$ cat src/hdl/assert_macros.svh
// assertion macros shared by the scorer modules
// no dependencies; included by the files that carry assertions
`ifndef ASSERT_MACROS_SVH
`define ASSERT_MACROS_SVH
`ifndef SYNTHESIS
// property must hold at every clock edge outside reset
`define LLS_ASSERT(label, clk, rst, prop) \
  label: assert property (@(posedge clk) disable iff (rst) prop) \
    else $error("lls assertion failed");
// expression must never be true outside reset
`define LLS_NEVER(label, clk, rst, expr) \
  label: assert property (@(posedge clk) disable iff (rst) !(expr)) \
    else $error("lls forbidden condition seen");
`else
`define LLS_ASSERT(label, clk, rst, prop)
`define LLS_NEVER(label, clk, rst, expr)
`endif
`endif

$ cat src/hdl/lls_pkg.sv
// types, constants and the sigmoid table of the linear/logistic scorer
// no dependencies; used by the interfaces and every scorer module
package lls_pkg;

  // sizes
  localparam int MAX_FEATURES = 64;
  localparam int VALUE_WIDTH  = 16;
  localparam int ADDR_W       = $clog2(MAX_FEATURES);
  localparam int WIDX_W       = 6;
  localparam int POS_W        = 7;
  localparam int PROD_W       = 2 * VALUE_WIDTH;
  localparam int ACC_W        = 48;
  localparam int SCORE_W      = 32;
  localparam int MARG_W       = ACC_W + 2;
  localparam int FRAC_SHIFT   = 8;
  localparam int CFG_IDX_W    = 2;
  localparam int CFG_DATA_W   = 32;
  localparam int QUEUE_DEPTH  = 4;
  localparam int QPTR_W       = $clog2(QUEUE_DEPTH);

  // sigmoid interpolation
  localparam int SIG_FRAC_W = 16;
  localparam int SIG_IDX_W  = 3;
  localparam int SIG_W      = 16;
  localparam int SIG_PROD_W = 2 * SIG_W;

  localparam logic [POS_W-1:0]  POS_LIMIT  = '1;
  localparam logic [SIG_W:0]    ONE_Q16    = 17'h10000;
  localparam logic [SIG_W-1:0]  SIG_END    = 16'd65514;
  localparam logic [MARG_W-1:0] ROUND_HALF = MARG_W'(128);

  localparam logic [POS_W-1:0]  FC_RESET   = POS_W'(64);

  typedef enum logic {
    KIND_WEIGHT  = 1'b0,
    KIND_FEATURE = 1'b1
  } kind_t;

  typedef enum logic [CFG_IDX_W-1:0] {
    REG_ROW_LEN       = 2'd0,
    REG_LOGISTIC_MODE = 2'd1,
    REG_BIAS          = 2'd2
  } cfg_reg_t;

  typedef struct packed {
    logic [POS_W-1:0]          row_len;
    logic                      logistic_mode;
    logic signed [SCORE_W-1:0] bias;
  } cfg_t;

  // one feature on its way from the front to the accumulator
  typedef struct packed {
    logic signed [VALUE_WIDTH-1:0] weight;
    logic signed [VALUE_WIDTH-1:0] value;
    logic                          acc_en;
    logic                          eor;
    logic                          err;
  } job_t;

  // round(65536 * sigmoid(k)) at unit steps
  function automatic logic [SIG_W-1:0] sig_point(input logic [SIG_IDX_W:0] k);
    logic [SIG_W-1:0] r;
    unique case (k)
      4'd0:    r = 16'd32768;
      4'd1:    r = 16'd47911;
      4'd2:    r = 16'd57724;
      4'd3:    r = 16'd62428;
      4'd4:    r = 16'd64357;
      4'd5:    r = 16'd65097;
      4'd6:    r = 16'd65374;
      4'd7:    r = 16'd65476;
      default: r = SIG_END;
    endcase
    return r;
  endfunction

endpackage

$ cat src/hdl/lls_ifs.sv
// valid/ready channel interfaces of the scorer: items, results, register writes
// depends on lls_pkg
interface lls_item_if;
  logic                                  valid;
  logic                                  ready;
  logic                                  kind;
  logic [lls_pkg::WIDX_W-1:0]            weight_index;
  logic signed [lls_pkg::VALUE_WIDTH-1:0] value;
  logic                                  end_of_row;
  modport source (output valid, kind, weight_index, value, end_of_row, input ready);
  modport sink (input valid, kind, weight_index, value, end_of_row, output ready);
endinterface

interface lls_result_if;
  logic                               valid;
  logic                               ready;
  logic signed [lls_pkg::SCORE_W-1:0] score;
  logic                               row_error;
  modport source (output valid, score, row_error, input ready);
  modport sink (input valid, score, row_error, output ready);
endinterface

interface lls_cfg_if;
  logic                            valid;
  logic                            ready;
  logic [lls_pkg::CFG_IDX_W-1:0]   index;
  logic [lls_pkg::CFG_DATA_W-1:0]  data;
  modport source (output valid, index, data, input ready);
  modport sink (input valid, index, data, output ready);
endinterface

$ cat src/hdl/lls_front.sv
// front end: takes items, keeps the weight table, counts row position,
// reads the weight and classifies each feature; depends on lls_pkg, lls_ifs
module lls_front (
  input  logic                 clk,
  input  logic                 rst,
  lls_item_if.sink             item,
  input  lls_pkg::cfg_t        cfg,
  output lls_pkg::job_t        push_data,
  output logic                 push,
  input  logic                 full
);

  logic signed [lls_pkg::VALUE_WIDTH-1:0] weights [lls_pkg::MAX_FEATURES];
  logic signed [lls_pkg::VALUE_WIDTH-1:0] rd_weight;
  logic signed [lls_pkg::VALUE_WIDTH-1:0] stg_value;
  logic                                   stg_acc_en;
  logic                                   stg_eor;
  logic                                   stg_err;
  logic                                   stg_valid;
  logic [lls_pkg::POS_W-1:0]              pos;
  logic [lls_pkg::POS_W-1:0]              count;
  logic                                   accept;
  logic                                   is_feature;
  logic                                   acc_en;
  logic                                   row_err;

  // handshake: the stage frees up when the queue takes its content
  assign item.ready = !stg_valid || !full;
  assign accept     = item.valid && item.ready;
  assign is_feature = lls_pkg::kind_t'(item.kind) == lls_pkg::KIND_FEATURE;
  assign push       = stg_valid && !full;

  // classify the feature at its row position
  always_comb begin
    count   = (pos < lls_pkg::POS_LIMIT) ? pos + 1'b1 : lls_pkg::POS_LIMIT;
    acc_en  = (int'(pos) < int'(cfg.row_len)) && (int'(pos) < lls_pkg::MAX_FEATURES);
    row_err = (count != cfg.row_len) || (count == lls_pkg::POS_LIMIT) ||
              (int'(cfg.row_len) > lls_pkg::MAX_FEATURES);
  end

  // weight table write and registered read
  always_ff @(posedge clk) begin
    if (accept && !is_feature && (int'(item.weight_index) < lls_pkg::MAX_FEATURES)) begin
      weights[item.weight_index[lls_pkg::ADDR_W-1:0]] <= item.value;
    end
    if (accept && is_feature) begin
      rd_weight <= weights[pos[lls_pkg::ADDR_W-1:0]];
    end
  end

  // row position and the stage in front of the queue
  always_ff @(posedge clk) begin
    if (rst) begin
      pos       <= '0;
      stg_valid <= 1'b0;
    end else begin
      if (accept && is_feature) begin
        stg_valid <= 1'b1;
        pos       <= item.end_of_row ? '0 : count;
      end else if (push) begin
        stg_valid <= 1'b0;
      end
    end
  end

  // stage payload
  always_ff @(posedge clk) begin
    if (accept && is_feature) begin
      stg_value  <= item.value;
      stg_acc_en <= acc_en;
      stg_eor    <= item.end_of_row;
      stg_err    <= row_err;
    end
  end

  // queue entry
  always_comb begin
    push_data.weight = rd_weight;
    push_data.value  = stg_value;
    push_data.acc_en = stg_acc_en;
    push_data.eor    = stg_eor;
    push_data.err    = stg_err;
  end

endmodule

$ cat src/hdl/lls_queue.sv
// short feature queue between front and back end
// depends on lls_pkg
`include "assert_macros.svh"
module lls_queue (
  input  logic          clk,
  input  logic          rst,
  input  logic          push,
  input  lls_pkg::job_t push_data,
  output logic          full,
  input  logic          pop,
  output lls_pkg::job_t pop_data,
  output logic          empty
);

  lls_pkg::job_t                entries [lls_pkg::QUEUE_DEPTH];
  logic [lls_pkg::QPTR_W-1:0]   wr_ptr;
  logic [lls_pkg::QPTR_W-1:0]   rd_ptr;
  logic [lls_pkg::QPTR_W:0]     fill;

  assign full     = fill == (lls_pkg::QPTR_W + 1)'(lls_pkg::QUEUE_DEPTH);
  assign empty    = fill == '0;
  assign pop_data = entries[rd_ptr];

  // entry storage
  always_ff @(posedge clk) begin
    if (push) begin
      entries[wr_ptr] <= push_data;
    end
  end

  // pointers and fill level
  always_ff @(posedge clk) begin
    if (rst) begin
      wr_ptr <= '0;
      rd_ptr <= '0;
      fill   <= '0;
    end else begin
      if (push) begin
        wr_ptr <= wr_ptr + 1'b1;
      end
      if (pop) begin
        rd_ptr <= rd_ptr + 1'b1;
      end
      if (push && !pop) begin
        fill <= fill + 1'b1;
      end else if (pop && !push) begin
        fill <= fill - 1'b1;
      end
    end
  end

  `LLS_NEVER(a_queue_overflow, clk, rst, push && full)
  `LLS_NEVER(a_queue_underflow, clk, rst, pop && empty)

endmodule

$ cat src/hdl/lls_back.sv
// back end: multiply-accumulate per feature, then margin, sigmoid and result
// depends on lls_pkg, lls_ifs
`include "assert_macros.svh"
module lls_back (
  input  logic          clk,
  input  logic          rst,
  input  lls_pkg::cfg_t cfg,
  input  lls_pkg::job_t pop_data,
  input  logic          empty,
  output logic          pop,
  lls_result_if.source  result
);

  typedef enum logic [1:0] {
    ST_RUN,
    ST_MARGIN,
    ST_SIGMOID,
    ST_EMIT
  } state_t;

  state_t                               state;
  logic                                 m_valid;
  logic signed [lls_pkg::PROD_W-1:0]    m_prod;
  logic                                 m_acc_en;
  logic                                 m_eor;
  logic                                 m_err;
  logic signed [lls_pkg::ACC_W-1:0]     acc;
  logic signed [lls_pkg::ACC_W-1:0]     fin_sum;
  logic                                 fin_err;
  logic signed [lls_pkg::SCORE_W-1:0]   margin;
  logic [lls_pkg::SIG_PROD_W-1:0]       sig_prod;
  logic [lls_pkg::SIG_W-1:0]            sig_base;
  logic                                 sig_big;
  logic                                 sig_neg;
  logic                                 out_valid;
  logic signed [lls_pkg::SCORE_W-1:0]   out_score;
  logic                                 out_err;

  logic signed [lls_pkg::ACC_W:0]       acc_sum;
  logic signed [lls_pkg::ACC_W-1:0]     acc_sat;
  logic signed [lls_pkg::MARG_W-1:0]    marg_full;
  logic signed [lls_pkg::MARG_W-lls_pkg::FRAC_SHIFT-1:0] marg_q16;
  logic signed [lls_pkg::SCORE_W-1:0]   marg_sat;
  logic signed [lls_pkg::SCORE_W:0]     marg_ext;
  logic [lls_pkg::SCORE_W:0]            mag;
  logic [lls_pkg::SIG_IDX_W-1:0]        sig_idx;
  logic [lls_pkg::SIG_W-1:0]            base_pt;
  logic [lls_pkg::SIG_W-1:0]            diff_pt;
  logic [lls_pkg::SIG_PROD_W:0]         rounded;
  logic [lls_pkg::SIG_W:0]              interp;
  logic [lls_pkg::SIG_W:0]              prob;
  logic signed [lls_pkg::SCORE_W-1:0]   score_next;
  logic                                 out_free;

  assign pop       = (state == ST_RUN) && !empty;
  assign out_free  = !out_valid || result.ready;

  assign result.valid     = out_valid;
  assign result.score     = out_score;
  assign result.row_error = out_err;

  // saturating accumulate of the staged product
  always_comb begin
    acc_sum = (lls_pkg::ACC_W + 1)'(acc) +
              (m_acc_en ? (lls_pkg::ACC_W + 1)'(m_prod) : '0);
    if (acc_sum[lls_pkg::ACC_W] != acc_sum[lls_pkg::ACC_W-1]) begin
      acc_sat = acc_sum[lls_pkg::ACC_W] ? {1'b1, {(lls_pkg::ACC_W-1){1'b0}}}
                                        : {1'b0, {(lls_pkg::ACC_W-1){1'b1}}};
    end else begin
      acc_sat = acc_sum[lls_pkg::ACC_W-1:0];
    end
  end

  // margin: add bias, round to Q16.16, saturate to 32 bits
  always_comb begin
    marg_full = lls_pkg::MARG_W'(fin_sum) +
                (lls_pkg::MARG_W'(cfg.bias) <<< lls_pkg::FRAC_SHIFT) +
                signed'(lls_pkg::ROUND_HALF);
    marg_q16  = signed'(marg_full[lls_pkg::MARG_W-1:lls_pkg::FRAC_SHIFT]);
    if ((&marg_q16[lls_pkg::MARG_W-lls_pkg::FRAC_SHIFT-1:lls_pkg::SCORE_W-1]) ||
        !(|marg_q16[lls_pkg::MARG_W-lls_pkg::FRAC_SHIFT-1:lls_pkg::SCORE_W-1])) begin
      marg_sat = marg_q16[lls_pkg::SCORE_W-1:0];
    end else begin
      marg_sat = marg_q16[lls_pkg::MARG_W-lls_pkg::FRAC_SHIFT-1]
                 ? {1'b1, {(lls_pkg::SCORE_W-1){1'b0}}}
                 : {1'b0, {(lls_pkg::SCORE_W-1){1'b1}}};
    end
  end

  // sigmoid segment lookup from the magnitude of the margin
  always_comb begin
    marg_ext = (lls_pkg::SCORE_W + 1)'(margin);
    mag      = margin[lls_pkg::SCORE_W-1] ? unsigned'(-marg_ext) : unsigned'(marg_ext);
    sig_idx  = mag[lls_pkg::SIG_FRAC_W +: lls_pkg::SIG_IDX_W];
    base_pt  = lls_pkg::sig_point({1'b0, sig_idx});
    diff_pt  = lls_pkg::sig_point((lls_pkg::SIG_IDX_W + 1)'(sig_idx) + 1'b1) - base_pt;
  end

  // interpolation, mirror and result select
  always_comb begin
    rounded = (lls_pkg::SIG_PROD_W + 1)'(sig_prod) +
              (lls_pkg::SIG_PROD_W + 1)'(lls_pkg::ONE_Q16 >> 1);
    interp  = sig_big ? (lls_pkg::SIG_W + 1)'(sig_base)
                      : (lls_pkg::SIG_W + 1)'(sig_base) +
                        rounded[lls_pkg::SIG_PROD_W:lls_pkg::SIG_FRAC_W];
    prob    = sig_neg ? lls_pkg::ONE_Q16 - interp : interp;
    if (fin_err) begin
      score_next = '0;
    end else if (cfg.logistic_mode) begin
      score_next = signed'(lls_pkg::SCORE_W'(prob));
    end else begin
      score_next = margin;
    end
  end

  // state, accumulator and result register
  always_ff @(posedge clk) begin
    if (rst) begin
      state     <= ST_RUN;
      m_valid   <= 1'b0;
      acc       <= '0;
      out_valid <= 1'b0;
      out_score <= '0;
      out_err   <= 1'b0;
    end else begin
      if (pop) begin
        m_valid <= 1'b1;
      end else if (state == ST_RUN) begin
        m_valid <= 1'b0;
      end
      // load the result at emit, drop it once taken
      if (state == ST_EMIT && out_free) begin
        out_valid <= 1'b1;
        out_score <= score_next;
        out_err   <= fin_err;
      end else if (out_valid && result.ready) begin
        out_valid <= 1'b0;
      end
      unique case (state)
        ST_RUN: begin
          if (m_valid) begin
            if (m_eor) begin
              acc   <= '0;
              state <= ST_MARGIN;
            end else begin
              acc <= acc_sat;
            end
          end
        end
        ST_MARGIN: begin
          state <= ST_SIGMOID;
        end
        ST_SIGMOID: begin
          state <= ST_EMIT;
        end
        ST_EMIT: begin
          if (out_free) begin
            state <= ST_RUN;
          end
        end
        default: begin
          state <= ST_RUN;
        end
      endcase
    end
  end

  // datapath registers
  always_ff @(posedge clk) begin
    if (pop) begin
      m_prod   <= lls_pkg::PROD_W'(pop_data.weight) * lls_pkg::PROD_W'(pop_data.value);
      m_acc_en <= pop_data.acc_en;
      m_eor    <= pop_data.eor;
      m_err    <= pop_data.err;
    end
    if (state == ST_RUN && m_valid && m_eor) begin
      fin_sum <= acc_sat;
      fin_err <= m_err;
    end
    if (state == ST_MARGIN) begin
      margin <= marg_sat;
    end
    if (state == ST_SIGMOID) begin
      sig_prod <= lls_pkg::SIG_PROD_W'(diff_pt) *
                  lls_pkg::SIG_PROD_W'(mag[lls_pkg::SIG_FRAC_W-1:0]);
      sig_big  <= |mag[lls_pkg::SCORE_W:lls_pkg::SIG_FRAC_W+lls_pkg::SIG_IDX_W];
      sig_base <= (|mag[lls_pkg::SCORE_W:lls_pkg::SIG_FRAC_W+lls_pkg::SIG_IDX_W])
                  ? lls_pkg::SIG_END : base_pt;
      sig_neg  <= margin[lls_pkg::SCORE_W-1];
    end
  end

  `LLS_ASSERT(a_error_scores_zero, clk, rst, out_valid && out_err |-> out_score == '0)
  `LLS_ASSERT(a_result_from_emit, clk, rst, $rose(out_valid) |-> $past(state) == ST_EMIT)
  `LLS_ASSERT(a_finish_holds_queue, clk, rst, state != ST_RUN |-> !pop)

endmodule

$ cat src/hdl/linear_logistic_scorer_top.sv
// channel   | dir | payload
// item      | in  | kind, weight_index, value, end_of_row
// result    | out | score, row_error
// cfg       | in  | index, data (register write)
//
// a feature transaction is taken every cycle while the queue has room; the
// back-end multiply-accumulate retires one feature per cycle unless the queue
// is empty or a row is finishing; end of row holds the queue through margin,
// sigmoid lookup/multiply and result load; weight loads never enter the queue
// rst is synchronous; a result waiting on result.ready stalls the back end at
// its next result load, and the front end once the queue fills
// top level of the linear/logistic scorer: config registers and wiring
// depends on lls_pkg, lls_ifs, lls_front, lls_queue, lls_back
module linear_logistic_scorer_top (
  input  logic      clk,
  input  logic      rst,
  lls_item_if.sink  item,
  lls_result_if.source result,
  lls_cfg_if.sink   cfg
);

  lls_pkg::cfg_t cfg_regs;
  lls_pkg::job_t push_data;
  lls_pkg::job_t pop_data;
  logic          push;
  logic          pop;
  logic          full;
  logic          empty;

  assign cfg.ready = 1'b1;

  // register writes
  always_ff @(posedge clk) begin
    if (rst) begin
      cfg_regs.row_len       <= lls_pkg::FC_RESET;
      cfg_regs.logistic_mode <= 1'b1;
      cfg_regs.bias          <= '0;
    end else if (cfg.valid) begin
      unique case (lls_pkg::cfg_reg_t'(cfg.index))
        lls_pkg::REG_ROW_LEN:       cfg_regs.row_len <= cfg.data[lls_pkg::POS_W-1:0];
        lls_pkg::REG_LOGISTIC_MODE: cfg_regs.logistic_mode <= cfg.data[0];
        lls_pkg::REG_BIAS:          cfg_regs.bias <= signed'(cfg.data[lls_pkg::SCORE_W-1:0]);
        default: begin
        end
      endcase
    end
  end

  lls_front u_front (
    .clk       (clk),
    .rst       (rst),
    .item      (item),
    .cfg       (cfg_regs),
    .push_data (push_data),
    .push      (push),
    .full      (full)
  );

  lls_queue u_queue (
    .clk       (clk),
    .rst       (rst),
    .push      (push),
    .push_data (push_data),
    .full      (full),
    .pop       (pop),
    .pop_data  (pop_data),
    .empty     (empty)
  );

  lls_back u_back (
    .clk      (clk),
    .rst      (rst),
    .cfg      (cfg_regs),
    .pop_data (pop_data),
    .empty    (empty),
    .pop      (pop),
    .result   (result)
  );

endmodule
$ cat src/flat_wrapper.sv
// flat-port wrapper written by rule: the top's interface ports become plain ports
module linear_logistic_scorer_top_flat 
  (clk, rst, item_valid, item_kind, item_weight_index, item_value, item_end_of_row, item_ready, result_valid, result_score, result_row_error, result_ready, cfg_valid, cfg_index, cfg_data, cfg_ready);
  lls_item_if item_i ();
  lls_result_if result_i ();
  lls_cfg_if cfg_i ();
  input  logic clk;
  input  logic rst;
  input wire logic [$bits(item_i.valid)-1:0] item_valid;
  input wire logic [$bits(item_i.kind)-1:0] item_kind;
  input wire logic [$bits(item_i.weight_index)-1:0] item_weight_index;
  input wire logic [$bits(item_i.value)-1:0] item_value;
  input wire logic [$bits(item_i.end_of_row)-1:0] item_end_of_row;
  output wire logic [$bits(item_i.ready)-1:0] item_ready;
  output wire logic [$bits(result_i.valid)-1:0] result_valid;
  output wire logic [$bits(result_i.score)-1:0] result_score;
  output wire logic [$bits(result_i.row_error)-1:0] result_row_error;
  input wire logic [$bits(result_i.ready)-1:0] result_ready;
  input wire logic [$bits(cfg_i.valid)-1:0] cfg_valid;
  input wire logic [$bits(cfg_i.index)-1:0] cfg_index;
  input wire logic [$bits(cfg_i.data)-1:0] cfg_data;
  output wire logic [$bits(cfg_i.ready)-1:0] cfg_ready;
  assign item_i.valid = item_valid;
  assign item_i.kind = item_kind;
  assign item_i.weight_index = item_weight_index;
  assign item_i.value = item_value;
  assign item_i.end_of_row = item_end_of_row;
  assign item_ready = item_i.ready;
  assign result_valid = result_i.valid;
  assign result_score = result_i.score;
  assign result_row_error = result_i.row_error;
  assign result_i.ready = result_ready;
  assign cfg_i.valid = cfg_valid;
  assign cfg_i.index = cfg_index;
  assign cfg_i.data = cfg_data;
  assign cfg_ready = cfg_i.ready;
  linear_logistic_scorer_top u_core (.clk(clk), .rst(rst), .item(item_i), .result(result_i), .cfg(cfg_i));
endmodule
$ cat config.mk
export PLATFORM = sky130hd
export DESIGN_NAME = linear_logistic_scorer_top_flat
export DESIGN_NICKNAME = d
export VERILOG_FILES = /design/src/hdl/lls_pkg.sv /design/src/hdl/lls_ifs.sv /design/src/hdl/lls_front.sv /design/src/hdl/lls_queue.sv /design/src/hdl/lls_back.sv /design/src/hdl/linear_logistic_scorer_top.sv /design/src/flat_wrapper.sv
export VERILOG_INCLUDE_DIRS = /design/src /design/src/hdl
export SDC_FILE = /design/constraint.sdc
export NUM_CORES = 2
export LEC_CHECK = 0
export ABC_CLOCK_PERIOD_IN_PS = 21700
export BUFFER_PORTS_ARGS = -buffer_cell sky130_fd_sc_hd__buf_2
export CAP_MARGIN = 0
export CELL_PAD_IN_SITES_DETAIL_PLACEMENT = 0
export CELL_PAD_IN_SITES_GLOBAL_PLACEMENT = 1
export CORE_MARGIN = 4
export CORE_UTILIZATION = 40
export CTS_CLUSTER_SIZE = 25
export DETAILED_ROUTE_END_ITERATION = 6
export PLACE_DENSITY_LB_ADDON = 0.1
export SYNTH_ARGS = -nofsm -noshare
export SYNTH_HDL_FRONTEND = slang
export SYNTH_SLANG_ARGS = --single-unit
$ cat constraint.sdc
create_clock -name clk -period 21.7 [get_ports clk]
set_input_delay 5.425 -clock clk [delete_from_list [all_inputs] [get_ports clk]]
set_output_delay 5.425 -clock clk [all_outputs]
set_load 0.01 [all_outputs]
==> flow_summary.json <==
{
  "vias": 47900,
  "rows": 165,
  "outcome": "finished, final reports clean",
  "cts_buffers": 161,
  "die_x_microns": 461,
  "synthXorXnorAreaFrac_pct": 2.49,
  "grt_pass1_wl_mm": 324,
  "synth_top_family_by_area": "adder cells",
  "wl_per_cell_microns": 23.9,
  "start_util_pct": 40.4,
  "numClockSinks": 1482,
  "cts.htree.levels": 4,
  "finClkSkew_ns": 0.0538,
  "cp.required_ns": 22.24,
  "drive_gt1_share_pct": 14.8,
  "synth-seq-cells": 1482,
  "fmax_ghz": 0.0794,
  "dieArea_sq_um": 212000,
  "setup_viol": 0,
  "synthMuxAreaShare_pct": 10.7,
  "clk_latency_ns": 0.81,
  "finalWirelength_mm": 214,
  "boundaryPins": 99,
  "synthesis.nets": 6826,
  "avgSynthCellArea_sq_um": 13.7,
  "fin_crit_ns": 12.60,
  "final_max_slew_viol_count": 0,
  "reg2reg_slack_ns": 9.10,
  "dp_hpwl_mm": 149,
  "hp-class": "reg -> reg",
  "synth_compound_gate_area_share_pct": 6.18,
  "hold_violations": 0,
  "finalCritPeriodShare_pct": 58.1,
  "design_area_sq_um": 91200,
  "worstSetupEndpointType": "register",
  "synth.most_common_cell": "edfxtp_1",
  "grt_usage_pct": 20.3,
  "cts.clk_slew.worst_paths_ns": 0.06,
  "synth_edf_count": 1340,
  "via_per_inst": 5.35,
  "cts_root_buf": "clkbuf_16",
  "ys_types": 106,
  "antenna_found_initial": 12,
  "yosysTopAreaCell": "edfxtp_1",
  "finalSetupTns_ns": 0,
  "core_sq_um": 203000,
  "grt_pass1_vias": 49900,
  "grt_max_degree": 112,
  "drc": 0,
  "rsz0062_at_grt": "false",
  "netlist_instances": 5981,
  "synthToLayoutAreaGrowth_pct": 11.3,
  "tightest_slew_ns": 1.28,
  "first_iter_violations": 3371,
  "cts_resized": 0,
  "placed_area_sq_um": 86000,
  "postCtsSetupRepairBufs": 0,
  "drt_first_pass_iters": 6,
  "critPathMostFrequentCell": "fa_1",
  "yosys-top-cells-area": "edfxtp_1 49%, fa_1 11%, mux4_2 9.9%, ha_1 4.9%, dfxtp_1 3.5%",
  "nNetsFinal": 6978,
  "path_class": "reg -> reg",
  "synth_top_area_share_pct": 49.1,
  "cp_data_arrival_time_ns": 13.14,
  "crit_path_start_kind": "register",
  "die_h_microns": 461,
  "cap_viol_max_count": 0,
  "netlist_area_sq_um": 81900,
  "slowest_delay_ns": 0.83,
  "yosys.area_share.simple_pct": 8.06,
  "gr-total-overflow": 0,
  "holdBufCountCts": 0,
  "n_fill_cell": 18300,
  "place_congestion": 0.849,
  "port_buffers": 97,
  "synth_commonest_cells": "1,340 x edfxtp_1, 585 x nand2_1, 563 x inv_1",
  "synth_warnings": 0,
  "path_max_fanout": 17,
  "max-slew-margin-rel_pct": 12.8,
  "ys_seq_area_share_pct": 52.6,
  "async_reset_ff_share_pct": 0,
  "synthFlopType": "edfxtp_1",
  "synthAdderAreaFrac_pct": 16.2,
  "cts_max_path_buffers": 3,
  "tritoncts": "yes",
  "slowest_stage": "o211ai_1",
  "ant_nets": 0
}
[worst paths after layout]
kind / depth (start not counted) / from / to
setup / recovery: 37 / u_core.u_back.margin[0] / u_core.u_back.sig_prod[25]
hold / removal: 0 / u_core.u_back.m_err / u_core.u_back.fin_err
setup reg to reg: 37 / u_core.u_back.margin[0] / u_core.u_back.sig_prod[25]
hold reg to reg: 0 / u_core.u_back.m_err / u_core.u_back.fin_err
[cells by family (layout without fill, tap and decap cells)]
group                      Yosys count  in the layout
xor gates and xnor gates           226            226
adders and majority gates          783            783
muxes                              418            418
AOI/OAI and AO/OA                  800            800
DFF                               1482           1482
other                                1             10
and+or+nand+nor                   1446           1446
buffers and inverters              825           1107
[state kept, by name, indices dropped and copies added, names as in the netlist, 17 cells and up, named ones only]
name,count
u_core.u_back.fin_sum,41
u_core.u_back.acc,48
u_core.cfg_regs,40
u_core.u_back.result.score,32
u_core.u_back.margin,32
u_core.u_queue.entries,140
u_core.u_front.weights,1024
u_core.u_back.sig_prod,17
u_core.u_back.m_prod,32
[metrics by stage]
stage	cells	hold slack, ns	util [%]	worst slack, ns
3_3_place_gp	8642	0.408	42.4	9.20
2_1_floorplan	5981	0.400	-	11.30
4_1_cts	8935	0.426	44.9	9.06
6_report	8944	0.425	44.9	9.10
3_5_place_dp	8642	0.411	42.4	9.13
5_1_grt	8937	0.434	44.9	8.31
[worst max-delay path: cells and delay by family, from the launching register on]
kind	cells	cell delay (ns)
adders and majority gates	9	4.41
and+or+nand+nor	8	1.37
AOI/OAI and AO/OA	8	2.61
muxes	2	0.77
buffers and inverters	5	0.58
DFF	1	0.78
xor gates and xnor gates	5	1.78
[per-layer routing]
layer  global-route usage [%]  wire length [microns]  vias to the layer above  share of wire, %
li1                         -                      -                    21900                 -
met1                     28.0                  95400                    24600                45
met2                     33.5                 103000                     1027                48
met3                     3.26                   9820                      271               4.6
met4                     5.66                   5550                        2               2.6
met5                        0                     13                        -            0.0061
[layout make-up]
cell class	count	area [sq um]	share of cell area, %
clock inverters	95	976	1.07
diodes	9	22.5	0.0247
clock buffers	198	4180	4.58
well taps	2672	3340	3.67
multi-input cells	3674	35800	39.2
inverters	565	2120	2.33
flip-flops and latches	1482	43100	47.3
repair buffers	249	1650	1.81
[cell usage in the layout, fill, tap and decap left out, types with 151 or more instances in the layout]
master,n
edfxtp_1,1340
clkbuf_16,161
fa_1,460
mux4_2,360
ha_1,322
inv_1,562
a21oi_1,273
buf_4,151
nor2_1,382
xnor2_1,151
nand2_1,585
Power is not shown: default switching activity piles up to over one toggle a cycle in this logic, so the estimate is an artifact.
